File: src/hdl/rehn_pkg.sv
package rehn_pkg;

	localparam int CfgAddrW = 4;
	localparam logic [CfgAddrW-1:0] RegCameraX = 4'h0;
	localparam logic [CfgAddrW-1:0] RegCameraY = 4'h4;
	localparam logic [CfgAddrW-1:0] RegMaxDist = 4'h8;

	// front to back: one classified edge
	typedef struct packed {
		logic        valid_hit;
		logic [31:0] quot;
		logic        rem_zero;
		logic        last;
	} edge_res_t;

endpackage

File: src/hdl/rehn_queue.sv
module rehn_queue
	import rehn_pkg::*;
(
	input  logic      clk,
	input  logic      arst_n,
	input  logic      wr_valid,
	output logic      wr_ready,
	input  edge_res_t wr_data,
	output logic      rd_valid,
	input  logic      rd_ready,
	output edge_res_t rd_data
);

	edge_res_t mem_q [2];
	logic [1:0] cnt_q;
	logic wp_q, rp_q;
	logic push, pop;

	assign wr_ready = (cnt_q != 2'd2);
	assign rd_valid = (cnt_q != 2'd0);
	assign push = wr_valid && wr_ready;
	assign pop  = rd_valid && rd_ready;
	assign rd_data = mem_q[rp_q];

	always_ff @(posedge clk or negedge arst_n) begin
		if (!arst_n) begin
			cnt_q <= '0; wp_q <= 1'b0; rp_q <= 1'b0;
		end else begin
			if (push) wp_q <= ~wp_q;
			if (pop)  rp_q <= ~rp_q;
			cnt_q <= cnt_q + 2'(push) - 2'(pop);
		end
	end

	always_ff @(posedge clk) begin
		if (push) mem_q[wp_q] <= wr_data;
	end

endmodule

File: config.mk
export PLATFORM = sky130hd
export DESIGN_NAME = rehn_queue
export DESIGN_NICKNAME = d
export VERILOG_FILES = /design/src/hdl/rehn_pkg.sv /design/src/hdl/rehn_queue.sv
export SDC_FILE = /design/constraint.sdc
export NUM_CORES = 1
export LEC_CHECK = 0
export ABC_AREA = 0
export BUFFER_PORTS_ARGS = -buffer_cell sky130_fd_sc_hd__buf_4
export CORE_MARGIN = 8
export CORE_UTILIZATION = 56
export DETAILED_ROUTE_END_ITERATION = 8
export PLACE_DENSITY = 0.83
export SLEW_MARGIN = 20
export SYNTH_ARGS = -nofsm -noshare
export SYNTH_HDL_FRONTEND = slang
export SYNTH_SLANG_ARGS = --single-unit
File: constraint.sdc
create_clock -name clk -period 6.5 [get_ports clk]
set_clock_uncertainty 0.15 [all_clocks]
set_input_delay 0.65 -clock clk [delete_from_list [all_inputs] [get_ports clk]]
set_output_delay 0.65 -clock clk [all_outputs]
set_load 0.02 [all_outputs]
; ---- Word-level counts from Yosys, hierarchy flattened
; Memories as Yosys holds them, arrays and structs flattened.
; Index checks and enable logic that the tools add are counted.
; W data, S select, Z words.
[totals]
latchBits = 0
romBits = 0
regBits = 4
ramBits = 70
memories = 1
output_inout_bits = 37
elab_cells = 14
[mem_list]
columns = name, words, word_bits, read_ports, rd_ports_with_merged_regs, wr, line_no
row1 = mem_q, 2, 35, 1, 0, 1, rehn_queue.sv:14  ; edge_res_t mem_q [2];
[op_classes]
n_reduce_logical = 3
mux = 2
mul = 0
addsub = 2
eq_ne = 1
div = 0
magnitude_cmp = 0
n_bitwise = 2
n_shift = 0
[op_table]
columns = op, count
row1 = $add A2 B1 Y2, 1
row2 = $logic_and A1 B1 Y1, 2
row3 = $mux W1, 2
row4 = $ne A2 B2 Y1 const B, 1
row5 = $not A1 Y1, 2
row6 = $reduce_bool A2 Y1, 1
row7 = $sub A2 B1 Y2, 1

; ---- Depth between registers and ports, before layout
[depth]
word_depth = 4
depth_mapped = 7

; ---- Least setup slack after synthesis
; OpenSTA, ideal clock, no wires.
[synth_path]
path_type = flip-flop to flip-flop
startpoint = register cnt_q[1]
endpoint = memory mem_q[0][0] in the netlist's numbering, enable pin
path_buffers = 0
stages_incl_launch_ff = 4
path_slack_ps = 3686
required_ps = 5923
arrival_ps = 2236
setup_time_ps = 427
path_cell_list = dfrtp_1 nand2b_1 nand2_1 nor2_1
[synth_via]
elab_chain_cells = 4
[synth_rtl]
columns = item, line_no
row1 = "start, declared", rehn_queue.sv:15  ; logic [1:0] cnt_q;
row2 = "start signal, assigned", rehn_queue.sv:31  ; cnt_q <= cnt_q + 2'(push) - 2'(pop);
row3 = $ne A2 B2 Y1, rehn_queue.sv:19  ; assign wr_ready = (cnt_q != 2'd2);
row4 = via wr_ready, rehn_queue.sv:7  ; output logic wr_ready,
row5 = $logic_and A1 B1 Y1, rehn_queue.sv:21  ; assign push = wr_valid && wr_ready;
row6 = $mux W1, rehn_queue.sv:36  ; if (push) mem_q[wp_q] <= wr_data;
row7 = $mux W1 (not written as such), rehn_queue.sv:36
row8 = "end, declared", rehn_queue.sv:14
; The timed path passes the listed nets, and every way through them passes these cells.

==> flow_summary.ini <==
[run_status]
status = finished, final reports clean

[yosys]
synth_area_per_cell_sq_um = 22.6
synth_edf_count = 70
synth_warnings = 0
async_flop_share_pct = 5.41
yosysTopAreaCellShare_pct = 73.8
syn_area_sq_mm = 0.00285
ys_types = 15
yosysTopAreaCell = edfxtp_1
ys_ff_latch = 74
synth_cells = 126
netlist_top_cells_area = edfxtp_1, mux2_4, dfrtp_1, mux2_2, buf_6
yosysSeqAreaShare_pct = 77.3
yosys_most_used_dff = edfxtp_1
synthesis.nets = 167

[clock_tree]
cts_tree = done
numCtsBuffers = 9
clk_pin_slew_worst_paths_ns = 0.07
clock_sinks = 74
cts_resized = 0
cts_buffer_depth = 2
insertion_delay_ns = 0.33
htree_levels = 3
clock-root-buffer = clkbuf_8

[floorplan]
die_area_sq_mm = 0.00763
ios = 76
start_util_pct = 56.9
die_y_microns = 87.3
core_sq_mm = 0.00501
fp.dieW_microns = 87.3
rows = 26

[pwr]
leakage_nw = 1.46
seq_power_share_pct = 44.2
switching_share_pct = 31.5
p_clk_share_pct = 19.0
switchingPower_uw = 531
p_per_area_mw_per_mm2 = 462
vdd_ir_drop_max_mv = 0.370
internal-power_mw = 1.16
p_comb_share_pct = 36.7

[critical_path]
rrSetupSlack_ns = 4.49
r2r-start = cnt_q[0]
rr_endpoint = mem_q[0][23]
required_ns = 5.70
critPathArrivalTime_ns = 2.00
worstSetupPathType = flop to output port
reg2reg_depth = 3
path_max_fanout = 36
start_kind = flop
end_kind = output port

[global_route]
grt_max_degree = 37
grt_antenna_before_repair = 0
grt_pass1_vias = 1645
grt_use_total_pct = 14.3
grt_pass1_wl_mm = 7.88
grt_overflow = 0

[min_path]
hold_class = input port to flop
holdPathStages = 1
hp-start = wr_data[24]
worst_hold_path.endpoint = mem_q[0][24]

[routing]
vias_per_cell = 4.96
wl_per_cell_microns = 18.0
vias = 1409
drtIter0Drc = 131
postRouteAntennaNets = 0
drt_pass1_iterations = 4
drcViolationCount = 0
totalWireLength_mm = 5.10

[sta]
fmax_mhz = 357
final.setup.tns_ns = 0
tightest_slew_ns = 1.08
drv_slew = 0
maxSlewHeadroom_pct = 27.9
post-route-period-util_pct = 43.2
fin_crit_ns = 2.80
hold_violations = 0
rsz0062_at_grt = false
setup-violations-final = 0

[cells_and_area]
multi_input_area_sq_um = 607
final_layout_size_suffix_gt1_share_pct = 58.4
final_nets = 250
layoutNonFillerInstCount = 284
regArea_sq_mm = 0.00220
antenna_cells = 0
fillCellCount = 327
area_growth_pct = 28.2

[job]
cap_violations = 0

[placed_design]
port_buffers = 75
gp_congestion = 0.672
dp.cells = 267
hpwl_mm = 3.55
[timing repair]
item | CTS | global route
hold buffers | 1 | 0
setup buffers | 0 | 0
hold endpoints to repair | 4 | 0
[state kept, by name (all words and copies together), names as in the netlist]
register,flops
cnt_q,2
rp_q,1
wp_q,1
mem_q,70
[Yosys cell counts (all sizes together) (2+ instances only)]
library cell / number
xnor2: 3
edfxtp: 70
ha: 2
buf: 4
mux2: 35
dfrtp: 4
[metal layers]
| metal | up-vias | GRT usage (%) | share of wire (%) |
|---|---|---|---|
| met5 | - | 0 | 0 |
| met4 | 0 | 7.97 | 1.5 |
| met3 | 7 | 6.04 | 9.3 |
| met2 | 54 | 24.1 | 52 |
| met1 | 694 | 14.6 | 37 |
| li1 | 654 | - | - |
[cell families (layout without fill, tap and decap cells)]
logic type	count (synthesis)	after routing	share of synthesized area [%]
flops	74	74	77.3
fa+ha+maj	2	2	0.878
buf+inv	5	93	1.71
xor+xnor	4	4	1.23
mux	35	35	17.7
simple gates	6	6	1.23
[worst max-delay path by stage]
stage | cells after the start | start | endpoint
global route | 2 | rp_q | rd_data[1]
finish | 2 | rp_q | rd_data[0]
CTS | 2 | rp_q | rd_data[0]
detailed placement | 2 | rp_q | rd_data[0]
global placement | 2 | rp_q | rd_data[0]
floorplan | 3 | cnt_q[1] | mem_q[0][0]
[worst max-delay path, stage by stage, from the launching register on]
cell	delay (ns)
dfrtp_2	1.08
mux2_2	0.43
buf_4	0.16
[placed cells by master, fill, tap and decap left out]
cell type | netlist | routed
buf_4 | 0 | 75
edfxtp_1 | 70 | 70
mux2_4 | 29 | 29
clkbuf_8 | 0 | 9
mux2_2 | 6 | 6
xnor2_1 | 3 | 3
clkbuf_1 | 0 | 3
dfrtp_1 | 4 | 3
ha_1 | 2 | 2
clkinv_1 | 0 | 2
or2_1 | 1 | 1
and2_4 | 1 | 1
inv_1 | 1 | 1
nand2b_1 | 1 | 1
nand2_1 | 1 | 1
and3_2 | 0 | 1
nor2_4 | 0 | 1
xor2_1 | 1 | 1
clkinv_2 | 0 | 1
bufinv_16 | 0 | 1
dlygate4sd3_1 | 0 | 1
dfrtp_2 | 0 | 1
[power groups by stage]
stage | registers (mW) | clock network, mW | logic (mW)
CTS | 0.749 | 0.330 | 0.631
finish | 0.747 | 0.321 | 0.620
detailed placement | 0.759 | 0 | 0.627
global route | 0.759 | 0.358 | 0.656
floorplan | 0.690 | 0 | 0.468
global placement | 0.747 | 0 | 0.610
[layout make-up]
cell class | count | area share (%)
multi-input cells | 47 | 16.6
inverters | 1 | 0.103
well taps | 70 | 2.40
clock buffers | 12 | 3.70
clock inverters | 4 | 1.16
repair buffers | 76 | 15.7
flip-flops and latches | 74 | 60.3
[per-stage QoR]
stage,utilization [%],power (mW),worst slack (ns),hold WS (ns),area [sq um]
after detailed placement,69.2,1.39,4.04,0.300,3460
after CTS,72.9,1.71,3.66,0.330,3650
after global placement,69.2,1.36,4.08,0.297,3460
after floorplan,-,1.16,3.69,0.204,2850
after global routing,72.9,1.77,3.60,0.321,3650
final,72.9,1.69,3.70,0.349,3650
Note: power is estimated with default switching activity, not from simulation.
