## config.mk

```make
export PLATFORM = sky130hd
export DESIGN_NAME = rehn_back
export DESIGN_NICKNAME = d
export VERILOG_FILES = /design/src/hdl/rehn_pkg.sv /design/src/hdl/rehn_back.sv
export SDC_FILE = /design/constraint.sdc
export NUM_CORES = 1
export LEC_CHECK = 0
export ABC_AREA = 0
export BUFFER_PORTS_ARGS = -buffer_cell sky130_fd_sc_hd__buf_2
export CORE_MARGIN = 3
export CORE_UTILIZATION = 55
export DETAILED_ROUTE_END_ITERATION = 6
export PLACE_DENSITY = 0.8
export REMOVE_ABC_BUFFERS = 1
export SYNTH_ARGS = -nofsm -noshare
export SYNTH_HDL_FRONTEND = slang
export SYNTH_SLANG_ARGS = --single-unit
```

## constraint.sdc

```tcl
create_clock -name clk -period 3.5 [get_ports clk]
set_input_delay 0.875 -clock clk [delete_from_list [all_inputs] [get_ports clk]]
set_output_delay 0.875 -clock clk [all_outputs]
set_load 0.02 [all_outputs]
```

## src/hdl/rehn_pkg.sv

```systemverilog
package rehn_pkg;

	localparam int CfgAddrW = 4;
	localparam logic [CfgAddrW-1:0] RegCameraX = 4'h0;
	localparam logic [CfgAddrW-1:0] RegCameraY = 4'h4;
	localparam logic [CfgAddrW-1:0] RegMaxDist = 4'h8;

	// front to back: one classified edge
	typedef struct packed {
		logic        valid_hit;
		logic [31:0] quot;
		logic        rem_zero;
		logic        last;
	} edge_res_t;

endpackage

```

## src/hdl/rehn_back.sv

```systemverilog
module rehn_back
	import rehn_pkg::*;
(
	input  logic        clk,
	input  logic        arst_n,
	input  logic [30:0] max_distance,
	input  logic        in_valid,
	output logic        in_ready,
	input  edge_res_t   in_data,
	output logic        out_valid,
	input  logic        out_ready,
	output logic        hit,
	output logic [30:0] nearest
);

	logic [30:0] best_q;
	logic any_q, ov_q, hit_q;
	logic [30:0] near_q;
	logic inr, take;

	assign in_ready = !ov_q || out_ready;
	assign take = in_valid && in_ready;
	assign inr = in_data.valid_hit &&
		((in_data.quot < {1'b0, max_distance}) ||
		 (in_data.quot == {1'b0, max_distance} && in_data.rem_zero));
	assign out_valid = ov_q;
	assign hit = hit_q;
	assign nearest = near_q;

	always_ff @(posedge clk or negedge arst_n) begin
		if (!arst_n) begin
			ov_q <= 1'b0; any_q <= 1'b0;
		end else begin
			if (take && in_data.last) ov_q <= 1'b1;
			else if (out_valid && out_ready) ov_q <= 1'b0;
			if (take) begin
				if (in_data.last) any_q <= 1'b0;
				else if (inr) any_q <= 1'b1;
			end
		end
	end

	always_ff @(posedge clk) begin
		if (take) begin
			logic a;
			logic [30:0] b;
			a = any_q; b = best_q;
			if (inr && (!a || in_data.quot[30:0] < b)) b = in_data.quot[30:0];
			if (inr) a = 1'b1;
			best_q <= b;
			if (in_data.last) begin
				hit_q  <= a;
				near_q <= a ? b : max_distance;
			end
		end
	end

endmodule

```

# Word level (Yosys, flattened, before mapping)
# Cells that the tools add are included.
# totals
register_bits	65
input_bits	70
out_inout_bits	34
word_cells	28
# op_classes
n_lt_le_gt_ge	2
n_eq_ne	1
muxes	7
n_reduce_logical	13
# ops
op	count
$mux 31	2
$eq 32x31->1	1
$lt 32x31->1	1
$lt 31x31->1	1
$logic_and 1x1->1	6
$mux 1	5
$logic_or 1x1->1	3
$logic_not 1->1	2
$reduce_and 2->1	1
$reduce_bool 2->1	1

# Longest topological paths before layout
# Gate-level depths: netlist (run 1).
# depth
ltp_word	7
depth_mapped	10
depth_no_buf	9

# Least setup slack after synthesis (run 1)
# Ideal clock, no wire load.
# synth_path
path_type	input -> register
startpoint	input port out_ready
endpoint	register hit_q (netlist: hit) (enable)
setup_time_ps	387
arrival_ps	2832
t_required_ps	3113
setup_slack_ps	281
stages	4
path_buffers	0
cell_sequence	nand2b_1 and2_1 nand2_1 inv_1
# synth_via
elab_chain_cells	3
# synth_lines
element	line_no	rtl
start, declared	rehn_back.sv:11	input logic out_ready,
$logic_or 1x1->1	rehn_back.sv:21	assign in_ready = !ov_q || out_ready;
$logic_and 1x1->1	rehn_back.sv:22	assign take = in_valid && in_ready;
net take	rehn_back.sv:19	logic inr, take;
$reduce_and 2->1 (no line)	-	
end signal, assigned	rehn_back.sv:52	hit_q <= a;
end, declared	rehn_back.sv:17	logic any_q, ov_q, hit_q;
# The timed path passes the listed nets, and every way through them passes these cells.
# A chain may end at the register's enable or synchronous reset.

# Worst setup path in the final report (run 1)
# layout_path
startpoint	input port in_data[15] (netlist bit)
endpoint	register near_q[27] (netlist: nearest[27]) (data pin)
# layout_via
elab_chain_cells	7
elab_cells_between_ends	12
cone_classes	order compare: 2; eq/ne: 1; mux: 4; reduce/logical: 5
# layout_lines
element	line_no	rtl
start, declared	rehn_back.sv:9	input edge_res_t in_data,
branches (longest 6 deep; another with $lt 32x31->1)	-	
$mux 31 (*)	rehn_back.sv:53	near_q <= a ? b : max_distance;
end signal, assigned	rehn_back.sv:53	
end, declared	rehn_back.sv:18	logic [30:0] near_q;
# Mark *: on every way between the ends. The select of a mux whose other input is x is not followed.

==> results of run 1 <==
final cells by class:
| class | instances | area (um^2) |
|---|---|---|
| clock buffer | 9 | 124 |
| clock inverter | 5 | 48.8 |
| fill | 664 | 2960 |
| inverter | 65 | 244 |
| multi-input combinational | 321 | 2830 |
| sequential | 65 | 1940 |
| tap | 108 | 135 |
| timing repair buffer | 114 | 611 |
registers in the layout (all words and copies together), names as in the netlist:
register,cells
best_q,31
nearest,31
any_q,1
hit,1
out_valid,1
path summary, 6_finish.rpt:
path                       cells past startpoint  slack, ns                     to
max in group asynchronous                      1       3.08      any_q$_DFFE_PN0P_
hold / removal                                 1       0.31      any_q$_DFFE_PN0P_
setup reg to reg                              10       0.67   best_q[28]$_DFFE_PP_
hold reg to reg                                2       0.54  out_valid$_DFFE_PN0P_
min in group clk                               2       0.54  out_valid$_DFFE_PN0P_
setup / recovery                              10       0.41  nearest[27]$_DFFE_PP_
through the flow:
step / hold slack (ns) / power, mW / cell area, um^2 / TNS [ns]
3_3_place_gp: 0.487 / 1.65 / 5760 / 0
6_report: 0.305 / 2.28 / 5930 / 0
2_1_floorplan: 0.562 / 1.46 / 5010 / -24.49
5_1_grt: 0.294 / 2.40 / 5930 / 0
4_1_cts: 0.302 / 2.29 / 5930 / 0
3_5_place_dp: 0.534 / 1.69 / 5760 / 0
critical path: stages:
cell and delay [ns]:
buf_2 0.14, ha_1 0.32, nand4_2 0.22, nor4_4 0.42, a21boi_2 0.27, o31ai_4 0.12, nand2_4 0.14, buf_4 0.33
mux2i_1 0.25, o221a_1 0.20
cell families after synthesis:
group | Yosys count
adders and majority gates | 61
and+or+nand+nor | 113
buffers and inverters | 84
DFF | 65
AOI/OAI and AO/OA | 86
muxes | 61
power by group:
group | switching [mW] | internal [mW]
clock | 0.293 | 0.314
sequential | 0.0448 | 0.951
combinational | 0.367 | 0.309
per-layer routing:
layer	up-vias	wire length, um
li1	1940	-
met1	1920	4960
met2	124	6190
met3	15	685
met4	0	174
met5	-	0
Yosys cell counts (2+ instances only):
library cell | number | area share, %
buf_6 | 6 | 1.3
nand2_1 | 13 | 0.95
a31oi_1 | 3 | 0.37
nand2b_1 | 3 | 0.37
and4_1 | 2 | 0.34
clkbuf_4 | 2 | 0.29
ha_1 | 61 | 15
dfrtp_1 | 2 | 0.97
a21oi_1 | 22 | 2.1
mux2i_1 | 30 | 5.8
o21ai_0 | 4 | 0.39
nor2_1 | 66 | 4.8
clkbuf_1 | 7 | 0.51
o221a_1 | 31 | 6.8
inv_1 | 65 | 4.7
and2_1 | 2 | 0.24
nand4_1 | 9 | 1.1
o211ai_1 | 2 | 0.29
nand3_1 | 6 | 0.58
o21ai_1 | 2 | 0.19
nor4_1 | 2 | 0.24
mux2_4 | 30 | 8.8
edfxtp_1 | 63 | 37
a21o_1 | 6 | 0.88
a221o_1 | 2 | 0.39
buf_2 | 3 | 0.29
nor3_1 | 2 | 0.19
a21oi_2 | 2 | 0.34
o21ai_2 | 2 | 0.34
a21boi_2 | 2 | 0.44
==> reports/metrics.cfg, run 1 <==
[status]
outcome=completed

[synthesis]
synth-edff-count=63
synth_top_family_by_area=adder cells
syn_area_per_cell_um2=10.9
synth-simple-area-share_pct=10.8
ys.flop_type=edfxtp_1
ys_ff_latch=65
async_reset_ff_share_pct=3.08
synth_warnings=0
syn-cell-area_um2=5140
synth_xor_area_share_pct=0
post_synth_num_cell_types=48
synth-adder-area-share_pct=14.9
synth.mux.area_fraction_pct=14.8
yosysSeqAreaShare_pct=37.8
synth_compound_area_share_pct=14.4
synthesis.instances=470

[setup_path]
start_kind=input port
worst-endpoint-arrival_ns=3.30
cp-end-kind=flop
crit_path_start=in_data[15]
crit_fanout=18
cp.required_ns=3.71
rr_startpoint=best_q[26]$_DFFE_PP_
critPathKind=input port to flop

[floorplan]
die_h_um=103
die_w_um=103
initial_utilization_pct=57.8
die_area_um2=10500
core_um2=8890
row_count=34
ioPinCount=104

[sta]
setup_ws_ns=0.411
max_freq_mhz=324
relSlewSlack_pct=67.5
min_period_ns=3.09
tightest_slew_ns=0.487
fin_crit_sh_pct=88.2
finalHoldViolCount=0
setup_violations=0
fin_skew_ns=0.0127
rsz0062_at_grt=false
slew_viol_final=0

[layout]
finalNonFillerCells=687
area_growth_pct=15.5
num-nets-final=707
fin_util_pct=66.7
layout_common_cells=buf_2, nor2_1, inv_1, edfxtp_1, ha_1
post_route_cells_drive_above_1_share_pct=29.5
antenna_cells=0
final_common_cell=buf_2

[placed_design]
post-dp-hpwl_mm=8.99
place_inst=673
finalWeightedCongestion=0.914
pre_cts_slack_ns=0.0755
port_buffers=103

[route]
drtIter0Drc=171
viasPerCell=5.82
vias=3999
drtPass1Iterations=5
drt_wl_total_mm=12.0
wire_per_inst_um=17.5
drc_errors=0
ant_nets=0

[cts]
cts.hold.buffers_added=0
cts-root-buf=clkbuf_8
numCtsBuffers=9
htreeDepth=3
cts.clk_slew.worst_paths_ns=0.07
clock_latency_ns=0.35
cts_tree=done
cts.sinks=65
postCtsSetupBuffers=0
clk_path_buf_depth=2
cts.repair.resized=0

[flow_run]
maxCapViolCount=0

[grt]
grt_overflow=0
grt_max_degree=50
grt_use_total_pct=23.6
grtUsageMet1_pct=29.2
grt_pass1_wl_mm=19.2
antenna_found_initial=0
use_met2_pct=41.4
grt.busiest_layer=met2
grt_pass1_vias=4075
grt_use_met3_pct=4.19

[hold_path]
hp-class=input port to async pin

[pwr]
power_density_nw_per_um2=384
leakage_nw=2.92
vdd_ir_drop_max_v=0.000175

Note: power is estimated with default switching activity, not from simulation.
==> run 2, diff against run 1 <==
Settings changed: CORE_MARGIN 3 to 4, MAX_ROUTING_LAYER from default to met4, SETUP_SLACK_MARGIN from default to 0.5.
==> reports/metrics.cfg, run 2 (synthesis results as in run 1) <==
[setup_path]
cpPeakStageDelay_ns=0.40  ; was 0.42 ns
crit_fanout=8  ; was 18
ff2ff_setup_slack_ns=0.65  ; was 0.67 ns
reg2regPathDepth=11  ; was 10
critPathBufInv=4  ; was 2
rr_startpoint=best_q[18]$_DFFE_PP_  ; was best_q[26]$_DFFE_PP_
worst-endpoint-arrival_ns=3.18  ; was 3.30 ns
cp-end-kind=flop  ; unchanged
cp.required_ns=3.61  ; was 3.71 ns
path_delay_family=compound AO/OA/AOI/OAI gates  ; was simple AND/OR/NAND/NOR gates
critPathKind=input port to flop  ; unchanged
reg2reg_to=best_q[20]$_DFFE_PP_  ; was best_q[28]$_DFFE_PP_
worstPathCellList=buf_2, inv_1, ha_4, a21oi_2, o21ai_1, a221o_1, o21ai_2, nand2_4, a21oi_4, buf_6, buf_12, mux2_4  ; was buf_2, ha_1, nand4_2, nor4_4, a21boi_2, o31ai_4, nand2_4, buf_4, mux2i_1, o221a_1
critical-path-slowest-cell=a221o_1  ; was nor4_4
start_kind=input port  ; unchanged

[floorplan]
initial_utilization_pct=56.1  ; was 57.8%
ioPinCount=104  ; unchanged
die_h_um=105  ; was 103 um
die_w_um=105  ; was 103 um
row_count=35  ; was 34
core_um2=9150  ; was 8890 um^2
die_area_um2=11000  ; was 10500 um^2

[layout]
final_common_cell=buf_2  ; unchanged
finalNonFillerCells=699  ; was 687
fin_util_pct=71.3  ; was 66.7%
antenna_cells=0  ; unchanged
multi_input_area_um2=3200  ; was 2830 um^2
regArea_um2=1940  ; unchanged
post_route_cells_drive_above_1_share_pct=37.4  ; was 29.5%
fill_cells=631  ; was 664
num-nets-final=714  ; was 707
area_growth_pct=27.0  ; was 15.5%
layout_common_cells=buf_2, nor2_1, edfxtp_1, inv_1, ha_1  ; was buf_2, nor2_1, inv_1, edfxtp_1, ha_1

[sta]
max_freq_mhz=326  ; was 324 MHz
setup_violations=0  ; unchanged
hold_slack_ns=0.293  ; was 0.305 ns
relSlewSlack_pct=20.3  ; was 67.5%
finalHoldViolCount=0  ; unchanged
rsz0062_at_grt=false  ; unchanged
tightest_slew_ns=1.20  ; was 0.487 ns
fin_skew_ns=0.0211  ; was 0.0127 ns
fin_crit_sh_pct=87.7  ; was 88.2%
min_period_ns=3.07  ; was 3.09 ns
finalSetupTns_ns=0  ; unchanged
slew_viol_final=0  ; unchanged

[grt]
grt_use_total_pct=23.1  ; was 23.6%
grt_overflow=0  ; unchanged
grt_max_degree=67  ; was 50
grt_pass1_wl_mm=19.8  ; was 19.2 mm
antenna_found_initial=0  ; unchanged
grt_pass1_vias=3987  ; was 4075

[placed_design]
place_inst=675  ; was 673
port_buffers=103  ; unchanged
post-dp-hpwl_mm=8.79  ; was 8.99 mm
finalWeightedCongestion=0.910  ; was 0.914

[status]
outcome=completed  ; unchanged

[pwr]
swShare_pct=30.8  ; was 30.9%
power_density_nw_per_um2=398  ; was 384 nW/um^2
internal_power_mw=1.79  ; was 1.57 mW
power_frac_comb_pct=29.4  ; was 29.7%
vdd_ir_drop_max_v=0.000199  ; was 0.000175 V
p_seq_share_pct=39.3  ; was 43.7%
switching_power_mw=0.799  ; was 0.705 mW
clkPwrFrac_pct=31.3  ; was 26.6%
leakage_nw=3.01  ; was 2.92 nW
power.total_mw=2.59  ; was 2.28 mW

[route]
wire_per_inst_um=20.2  ; was 17.5 um
vias=4262  ; was 3999
drt_wl_total_mm=14.1  ; was 12.0 mm
drtIter0Drc=340  ; was 171
ant_nets=0  ; unchanged
viasPerCell=6.10  ; was 5.82
drc_errors=0  ; unchanged
drtPass1Iterations=5  ; unchanged

[cts]
cts_tree=done  ; unchanged
cts-root-buf=clkbuf_8  ; unchanged
clk_path_buf_depth=2  ; unchanged
cts.hold.buffers_added=0  ; unchanged
cts.clk_slew.worst_paths_ns=0.07  ; about the same
cts.sinks=65  ; unchanged
clock_latency_ns=0.37  ; was 0.35 ns
numCtsBuffers=9  ; unchanged
htreeDepth=3  ; unchanged

[flow_run]
maxCapViolCount=0  ; unchanged

[hold_path]
hp-class=input port to async pin  ; unchanged

[run 2: area by class of cell]
class	count	share of cell area, %
tap	111	2.13
clock buffer	10	1.96
sequential	65	29.8
inverter	65	3.74
timing repair buffer	121	11.7
clock inverter	6	1.74
multi-input combinational	321	49.0
[run 2: worst max path at each step]
stage | from | endpoint | slack (ns) | depth (start not counted)
floorplan | max_distance[11] | best_q[10]$_DFFE_PP_ | -0.82 | 9
finish | max_distance[23] | best_q[20]$_DFFE_PP_ | 0.43 | 12
global placement | in_data[23] | best_q[21]$_DFFE_PP_ | 0.18 | 10
CTS | in_data[16] | best_q[20]$_DFFE_PP_ | 0.51 | 10
global route | in_data[24] | best_q[11]$_DFFE_PP_ | 0.37 | 11
detailed placement | in_data[16] | best_q[8]$_DFFE_PP_ | 0.10 | 10
[run 2: through the flow]
step	cell area, um^2	setup WS [ns]
after detailed placement	5770	0.102
after global routing	6530	0.367
after global placement	5770	0.179
after CTS	6010	0.506
after floorplan	5010	-0.816
final	6530	0.431
[run 2: timing repair]
item	4_1_cts	5_1_grt
resized for setup	0	64
setup endpoints to repair	0	61
buffers inserted	0	6
[run 2: per-layer routing]
| layer | up-vias | wire (um) | track usage (%) | part of all wire, % |
|---|---|---|---|---|
| met3 | 50 | 1140 | 4.39 | 8.1 |
| met2 | 226 | 7020 | 37.8 | 50 |
| met5 | - | 0 | - | 0 |
| met1 | 2025 | 5560 | 28.8 | 39 |
| li1 | 1961 | - | - | - |
| met4 | 0 | 363 | 8.34 | 2.6 |
[run 2: power groups by stage]
stage	Clock, mW	Combinational [mW]	Sequential (mW)
after floorplan	0	0.413	1.05
after global placement	0	0.625	1.03
after detailed placement	0	0.654	1.03
after CTS	0.813	0.660	1.02
after global routing	0.842	0.829	1.03
final	0.811	0.764	1.02
[run 2: worst reg2reg max path: stages, from the launching register on]
cell and delay (ns):
edfxtp_1 0.40, inv_1 0.09, ha_4 0.28, nand4_1 0.12
nor4_2 0.37, a22o_1 0.22, nor4_2 0.06, a2bb2oi_2 0.30
a21oi_4 0.12, buf_6 0.18, buf_12 0.15, mux2_4 0.31
==> run 3, diff against run 2 <==
Settings changed: BUFFER_PORTS_ARGS -buffer_cell sky130_fd_sc_hd__buf_2 to -buffer_cell sky130_fd_sc_hd__buf_4.
==> reports/metrics.cfg, run 3 (synthesis results as in run 1) <==
[pwr]
power_density_nw_per_um2=370  ; was 398 nW/um^2
vdd_ir_drop_max_v=0.000214  ; was 0.000199 V
leakage_nw=3.12  ; was 3.01 nW
power.total_mw=2.50  ; was 2.59 mW

[floorplan]
core_um2=9150  ; unchanged
die_h_um=105  ; unchanged
ioPinCount=104  ; unchanged
row_count=35  ; unchanged
die_w_um=105  ; unchanged
initial_utilization_pct=56.1  ; unchanged
die_area_um2=11000  ; unchanged

[setup_path]
reg2reg_to=best_q[30]$_DFFE_PP_  ; was best_q[20]$_DFFE_PP_
path_delay_family=simple AND/OR/NAND/NOR gates  ; was compound AO/OA/AOI/OAI gates
endpoint=best_q[30]$_DFFE_PP_  ; was best_q[20]$_DFFE_PP_
path_depth=11  ; was 12
start_kind=input port  ; unchanged
cp-end-kind=flop  ; unchanged
cpPeakStageDelay_ns=0.34  ; was 0.40 ns
cp.required_ns=3.61  ; about the same
worstPathCellList=buf_4, ha_1, nand4_1, nor4_4, a22o_1, nor4_4, a2bb2oi_4, a21oi_4, buf_12, clkbuf_16, mux2_4  ; was buf_2, inv_1, ha_4, a21oi_2, o21ai_1, a221o_1, o21ai_2, nand2_4, a21oi_4, buf_6, buf_12, mux2_4
rr_startpoint=best_q[18]$_DFFE_PP_  ; unchanged
crit_path_frequent_cell=nor4_4
critPathBufInv=3  ; was 4
worst-endpoint-arrival_ns=3.13  ; was 3.18 ns
critPathKind=input port to flop  ; unchanged
critical-path-slowest-cell=nor4_4  ; was a221o_1
crit_fanout=5  ; was 8
ff2ff_setup_slack_ns=0.67  ; was 0.65 ns
reg2regPathDepth=11  ; unchanged
crit_path_start=in_data[20]  ; was max_distance[23]

[cts]
clock_latency_ns=0.36  ; was 0.37 ns
cts.hold.buffers_added=0  ; unchanged
cts.clk_slew.worst_paths_ns=0.08  ; was 0.07 ns
cts-root-buf=clkbuf_8  ; unchanged
cts_tree=done  ; unchanged
cts.sinks=65  ; unchanged
clk_path_buf_depth=2  ; unchanged
numCtsBuffers=9  ; unchanged
htreeDepth=3  ; unchanged

[route]
met3_length_um=981  ; was 1.14 mm
drc_errors=0  ; unchanged
wirelength_met1_mm=5.91  ; was 5.56 mm
vias=4332  ; was 4262
viasPerCell=6.15  ; was 6.10
wl_met2_mm=7.35  ; was 7.02 mm
drt_wl_total_mm=14.7  ; was 14.1 mm
top_layer_used=met4  ; unchanged
drtPass1Iterations=5  ; unchanged
wire_per_inst_um=20.8  ; was 20.2 um
drtIter0Drc=322  ; was 340
ant_nets=0  ; unchanged

[grt]
grt_pass1_wl_mm=20.5  ; was 19.8 mm
grt_pass1_vias=4156  ; was 3987
grt_overflow=0  ; unchanged
antenna_found_initial=0  ; unchanged
grt_max_degree=67  ; unchanged
grt_use_total_pct=23.8  ; was 23.1%

[placed_design]
post-dp-hpwl_mm=9.10  ; was 8.79 mm
pre_cts_slack_ns=0.0889  ; was 0.102 ns
dpl_cell_area_um2=6040  ; was 5770 um^2
finalWeightedCongestion=0.882  ; was 0.910
port_buffers=103  ; unchanged

[sta]
setup_ws_ns=0.481  ; was 0.431 ns
hold_slack_ns=0.289  ; was 0.293 ns
fin_crit_sh_pct=86.3  ; was 87.7%
min_period_ns=3.02  ; was 3.07 ns
rsz0062_at_grt=false  ; unchanged
setup_violations=0  ; unchanged
max_freq_mhz=331  ; was 326 MHz
fin_skew_ns=0.0140  ; was 0.0211 ns
relSlewSlack_pct=20.6  ; was 20.3%
slew_viol_final=0  ; unchanged
tightest_slew_ns=1.19  ; was 1.20 ns
finalHoldViolCount=0  ; unchanged

[layout]
area_growth_pct=31.4  ; was 27.0%
final_common_cell=buf_4  ; was buf_2
fill_cells=614  ; was 631
antenna_cells=0  ; unchanged
post_route_cells_drive_above_1_share_pct=37.1  ; was 37.4%
num-nets-final=719  ; was 714
stdcell_area_um2=6750  ; was 6530 um^2
layout_common_cells=buf_4, nor2_1, edfxtp_1, inv_1, ha_1  ; was buf_2, nor2_1, edfxtp_1, inv_1, ha_1

[hold_path]
hp-class=input port to async pin  ; unchanged

[flow_run]
maxCapViolCount=0  ; unchanged

[status]
outcome=completed  ; unchanged

## run 3: changes by cell type in the layout (fill, tap and decap cells not counted), sizes merged
cell,change
buf,+3
bufinv,-2
clkbuf,+1
clkinv,+3
inv,-1
or2,+1
## run 3: cell type report
| type | count | area, um^2 | area share, % |
|---|---|---|---|
| Sequential cell | 65 | 1940 | 28.8 |
| Tap cell | 111 | 139 | 2.06 |
| Inverter | 65 | 244 | 3.61 |
| Timing Repair Buffer | 125 | 1040 | 15.4 |
| Clock inverter | 6 | 58.8 | 0.871 |
| Clock buffer | 10 | 128 | 1.89 |
| Multi-Input combinational cell | 322 | 3200 | 47.4 |
## run 3: power by group
group | switching, mW | total [mW] | leakage, nW | internal [mW]
sequential | 0.0715 | 1.02 | 0.621 | 0.950
combinational | 0.408 | 0.820 | 2.41 | 0.412
clock | 0.332 | 0.656 | 0.0897 | 0.325
## run 3: how the worst min path moves through the flow
stage,from,slack (ns),cells after the start,end
floorplan,best_q[0]$_DFFE_PP_,0.56,1,best_q[0]$_DFFE_PP_
global placement,out_valid$_DFFE_PN0P_,0.50,2,out_valid$_DFFE_PN0P_
detailed placement,out_valid$_DFFE_PN0P_,0.52,2,out_valid$_DFFE_PN0P_
CTS,arst_n,0.28,1,any_q$_DFFE_PN0P_
global route,arst_n,0.28,1,any_q$_DFFE_PN0P_
finish,arst_n,0.29,1,any_q$_DFFE_PN0P_
## run 3: through the flow
step	utilization [%]	setup TNS, ns	std cells
2_1_floorplan	-	-24.49	451
3_3_place_gp	65.9	0	676
3_5_place_dp	65.9	0	676
4_1_cts	68.1	0	692
5_1_grt	73.8	0	704
6_report	73.8	0	704
## run 3: what timing repair did
action | in CTS | in global routing
cloned | 0 | 5
buffers inserted | 0 | 7
gates resized for setup | 1 | 45
endpoints found under the setup margin | 19 | 61
pin swaps | 1 | 21
## run 3: metal layers
| layer | up-vias | GRT usage [%] |
|---|---|---|
| met5 | - | - |
| met3 | 35 | 4.94 |
| met2 | 213 | 39.7 |
| met4 | 0 | 6.56 |
| li1 | 1974 | - |
| met1 | 2110 | 29.7 |
